<file path="config.mk">
export PLATFORM = sky130hd
export DESIGN_NAME = brsm_front
export DESIGN_NICKNAME = d
export VERILOG_FILES = /design/src/rtl/brsm_pkg.sv /design/src/rtl/brsm_front.sv
export SDC_FILE = /design/constraint.sdc
export NUM_CORES = 1
export LEC_CHECK = 0
export ABC_AREA = 1
export BUFFER_PORTS_ARGS = -buffer_cell sky130_fd_sc_hd__buf_2
export CORE_ASPECT_RATIO = 0.8
export CORE_MARGIN = 5
export CORE_UTILIZATION = 30
export CTS_CLUSTER_DIAMETER = 50
export DETAILED_ROUTE_END_ITERATION = 16
export GPL_ROUTABILITY_DRIVEN = 0
export HOLD_SLACK_MARGIN = 0.12
export PLACE_DENSITY_LB_ADDON = 0.1
export SYNTH_ARGS = -nofsm -noshare
export SYNTH_HDL_FRONTEND = slang
export SYNTH_SLANG_ARGS = --single-unit
export TNS_END_PERCENT = 50
</file>
<file path="constraint.sdc">
create_clock -name clk -period 3.07 [get_ports clk]
set_clock_uncertainty 0.15 [all_clocks]
set_input_delay 0.7675 -clock clk [delete_from_list [all_inputs] [get_ports clk]]
set_output_delay 0.7675 -clock clk [all_outputs]
set_load 0.01 [all_outputs]
</file>
<file path="src/rtl/brsm_pkg.sv">
// Shared types and constants for the byte-coded register/stack machine.
// No dependencies.
`default_nettype none
package brsm_pkg;

    // Instruction opcodes
    localparam logic [7:0] OP_NOP  = 8'h00;
    localparam logic [7:0] OP_HALT = 8'h01;
    localparam logic [7:0] OP_LOAD = 8'h02;
    localparam logic [7:0] OP_STOR = 8'h03;
    localparam logic [7:0] OP_ADD  = 8'h04;
    localparam logic [7:0] OP_SUB  = 8'h05;
    localparam logic [7:0] OP_JMP  = 8'h06;
    localparam logic [7:0] OP_JZ   = 8'h07;
    localparam logic [7:0] OP_CALL = 8'h08;
    localparam logic [7:0] OP_RET  = 8'h09;
    localparam logic [7:0] OP_PUSH = 8'h0A;
    localparam logic [7:0] OP_POP  = 8'h0B;
    localparam logic [7:0] OP_OUT  = 8'h0C;
    localparam logic [7:0] OP_AND  = 8'h0D;
    localparam logic [7:0] OP_OR   = 8'h0E;
    localparam logic [7:0] OP_XOR  = 8'h0F;

    // Result status codes
    localparam logic [2:0] ST_DONE  = 3'd0;
    localparam logic [2:0] ST_HALT  = 3'd1;
    localparam logic [2:0] ST_REFUS = 3'd2;
    localparam logic [2:0] ST_BADOP = 3'd3;
    localparam logic [2:0] ST_LIMIT = 3'd4;

    // Item as queued between front and back
    typedef struct packed {
        logic        opcode;
        logic [15:0] load_address;
        logic [7:0]  load_data;
    } item_t;

    // Result item
    typedef struct packed {
        logic [2:0]  status;
        logic        out_valid;
        logic [31:0] out_value;
        logic [31:0] pc_after;
    } result_t;

endpackage
`default_nettype wire

</file>
<file path="src/rtl/brsm_front.sv">
// Front end: accepts items into a short queue and hands them to the executor.
// Depends on brsm_pkg.
`default_nettype none
module brsm_front
(
    input  wire                  clk,
    input  wire                  rst_n,
    input  wire                  push,
    output logic                 full,
    input  brsm_pkg::item_t      in_item,
    output logic                 q_valid,
    output brsm_pkg::item_t      q_item,
    input  wire                  q_take
);
    import brsm_pkg::*;

    item_t      buf_reg [2];
    logic       wr_ptr_reg, rd_ptr_reg;
    logic [1:0] cnt_reg;
    logic       do_wr, do_rd;

    assign full    = cnt_reg[1];
    assign q_valid = cnt_reg != 2'd0;
    assign q_item  = buf_reg[rd_ptr_reg];
    assign do_wr   = push && !full;
    assign do_rd   = q_take && q_valid;

    // payload storage
    always_ff @(posedge clk)
    begin
        if (do_wr)
        begin
            buf_reg[wr_ptr_reg] <= in_item;
        end
    end

    // pointers and fill count
    always_ff @(posedge clk or negedge rst_n)
    begin
        if (!rst_n)
        begin
            wr_ptr_reg <= 1'b0;
            rd_ptr_reg <= 1'b0;
            cnt_reg    <= 2'd0;
        end
        else
        begin
            if (do_wr) wr_ptr_reg <= ~wr_ptr_reg;
            if (do_rd) rd_ptr_reg <= ~rd_ptr_reg;
            cnt_reg <= cnt_reg + {1'b0, do_wr} - {1'b0, do_rd};
        end
    end
endmodule
`default_nettype wire

</file>
==> impl_metrics.ini <==
[global_routing]
track_usage_pct = 9.93
antenna_found_initial = 0
grt_overflow_total = 0
grt_max_degree = 27
grt_pass1_wl_mm = 6.46
first_global_vias = 1373

[synth]
synth_top_family_by_area = simple AND/OR/NAND/NOR gates
netlist_instances = 154
synth_fa_ha_area_share_pct = 0.613
synth_largest_type_area_fraction_pct = 73.6
synthTopCellsByArea = edfxtp_1 (74%), nand2_1 (15%), dfrtp_1 (4.9%), xor2_1 (1.3%), buf_6 (1.1%)
synthDistinctLibCells = 16
synth-seq-area-share_pct = 78.5
synth_warnings = 0
synthArstFlopShare_pct = 7.41
synth_edf_count = 50
synthSimpleGateAreaFrac_pct = 16.1
syn_nets = 184
synth_mux_area_share_pct = 0
synthXorXnorAreaFrac_pct = 1.29
synth_most_common_cell = nand2_1
synth_largest_area_cell = edfxtp_1
synth_flop_cell = edfxtp_1
synth_area_per_cell_um2 = 13.3
synth_compound_area_share_pct = 0.429
ys_seq_elements = 54
synthesis.area_mm2 = 0.00204
synthTopCellsByCount = nand2_1 (79), edfxtp_1 (50), dfrtp_1 (4), inv_1 (4), xor2_1 (3)

[layout]
antennaDiodeCount = 0
final.fill_count = 632
nets = 247
final_layout_size_suffix_gt1_share_pct = 33.5
largest_reg_flops = 50
syn_to_final_growth_pct = 23.8

[routing]
num_vias = 1265
wl_mm = 4.12
postRouteAntennaNets = 0
firstDrtPassIters = 4
dr.first_iter.drc_count = 31
wire_per_inst_um = 13.6
drc_errors = 0
via_per_inst = 4.19

[sta]
drv_slew = 0
layout_setup_ws_ns = 0.642
setup_viol = 0
fin_crit_ns = 2.43
hold_viol = 0
post-route-period-util_pct = 79.1
max_freq_mhz = 412
slew_headroom_pct = 69.6
tns_ns = 0
worstMarginPinSlew_ns = 0.456
rsz0062_at_grt = false

[die]
core_area_mm2 = 0.00651
placementRows = 26
die_w_um = 102
start_util_pct = 31.4
die_y_um = 83.8
io_pins = 56
die-area_mm2 = 0.00856

[power]
ir_drop_mv = 0.350
powerDensity_mw_per_mm2 = 880
p_leak_nw = 1.10

[cts]
cts_buffer_depth = 2
ctsRootBufferMaster = clkbuf_8
cts_resized = 0
cts_tree = built
clkLatencyLatePin_ns = 0.30
clock-sinks = 54
cts_setup_buffers = 0
htreeDepth = 2
cts.clk_slew.worst_paths_ns = 0.09
numCtsBuffers = 5

[run_status]
outcome = finished, final reports clean

[critical_path]
cpMaxStageDelayCell = dfrtp_1
slowest_delay_ns = 0.63
worstPathRequired_ns = 2.15
end_kind = output port
start_kind = flip-flop
critPathKind = flip-flop to output port
arrival_ns = 1.51
crit_path_max_fanout = 14
cp_cell_sequence = buf_4 -> nand2_1 -> nand2_1 -> buf_2
reg2reg_depth = 4
cpMostUsedCell = nand2_1

[placement]
dp_hpwl_mm = 2.95
dp_slack_ns = 0.938
port_buffers = 55

[min_path]
hp-class = flip-flop to flip-flop
whs_path_depth = 1

[job]
drv_cap = 0
## area by class of cell
type,count,area (µm²),area share (%)
clock buffer,6,82.6,3.27
tap,84,105,4.16
multi-input combinational,90,380,15.1
timing repair buffer,61,323,12.8
clock inverter,2,12.5,0.495
inverter,5,21.3,0.842
sequential,54,1600,63.4
## placed cells by master (no fill, tap or decap), types with 2 or more instances in the layout
cell	Yosys	routed
dfrtp_1	4	4
edfxtp_1	50	50
xor2_1	3	3
clkbuf_8	0	6
buf_2	1	55
nor2_2	0	2
inv_1	4	4
nand2_1	79	79
buf_4	2	5
## through the flow
| stage | hold WS (ns) | power [W] | instances | util [%] | instance area [µm²] |
|---|---|---|---|---|---|
| floorplan | 0.322 | 0.00155 | 154 | - | 2040 |
| global placement | 0.394 | 0.00184 | 293 | 37.2 | 2420 |
| detailed placement | 0.431 | 0.00188 | 293 | 37.2 | 2420 |
| CTS | 0.451 | 0.00228 | 302 | 38.8 | 2530 |
| global route | 0.468 | 0.00240 | 302 | 38.8 | 2530 |
| finish | 0.443 | 0.00222 | 302 | 38.8 | 2530 |
## cell families after synthesis
logic type	Yosys count
flip-flops	54
AO/OA/AOI/OAI	1
AND/OR/NAND/NOR	85
adder cells (fa/ha/maj)	1
buffers and inverters	10
XOR/XNOR	3
## worst paths after layout
| path | startpoint | end | slack [ns] |
|---|---|---|---|
| worst max-delay path | rd_ptr_reg | q_item[3] | 0.64 |
| worst min-delay path | cnt_reg[0] | cnt_reg[0] | 0.44 |
| worst max register to register | cnt_reg[1] | buf_reg[0][8] | 1.59 |
| worst min register to register | cnt_reg[0] | cnt_reg[0] | 0.44 |
| max in group asynchronous | rst_n | cnt_reg[0] | 1.99 |
| min in group asynchronous | rst_n | wr_ptr_reg | 0.65 |
## worst max-delay path: cells and delay by family (launching register included)
family        cells  cell delay [ns]
buf+inv           2             0.42
flops             1             0.63
simple gates      2             0.15
## where the power goes
part           total (W)  internal (W)  leakage (nW)  switching, W
Sequential       0.00106      0.000988         0.510     0.0000769
Combinational   0.000764      0.000274         0.540      0.000490
Clock           0.000395      0.000181        0.0472      0.000214
Total            0.00222       0.00144          1.10      0.000781
## routing by layer
layer	part of all wire (%)	track usage [%]
met5	0	0
met4	0.75	3.22
met3	5.2	3.01
met2	53	17.6
met1	41	11.2
## timing repair
item | CTS | global route
endpoints found under the setup margin | 0 | 0
hold endpoints to repair | 4 | 0
hold buffers | 1 | 0
Power figures use the tool's default switching activity.
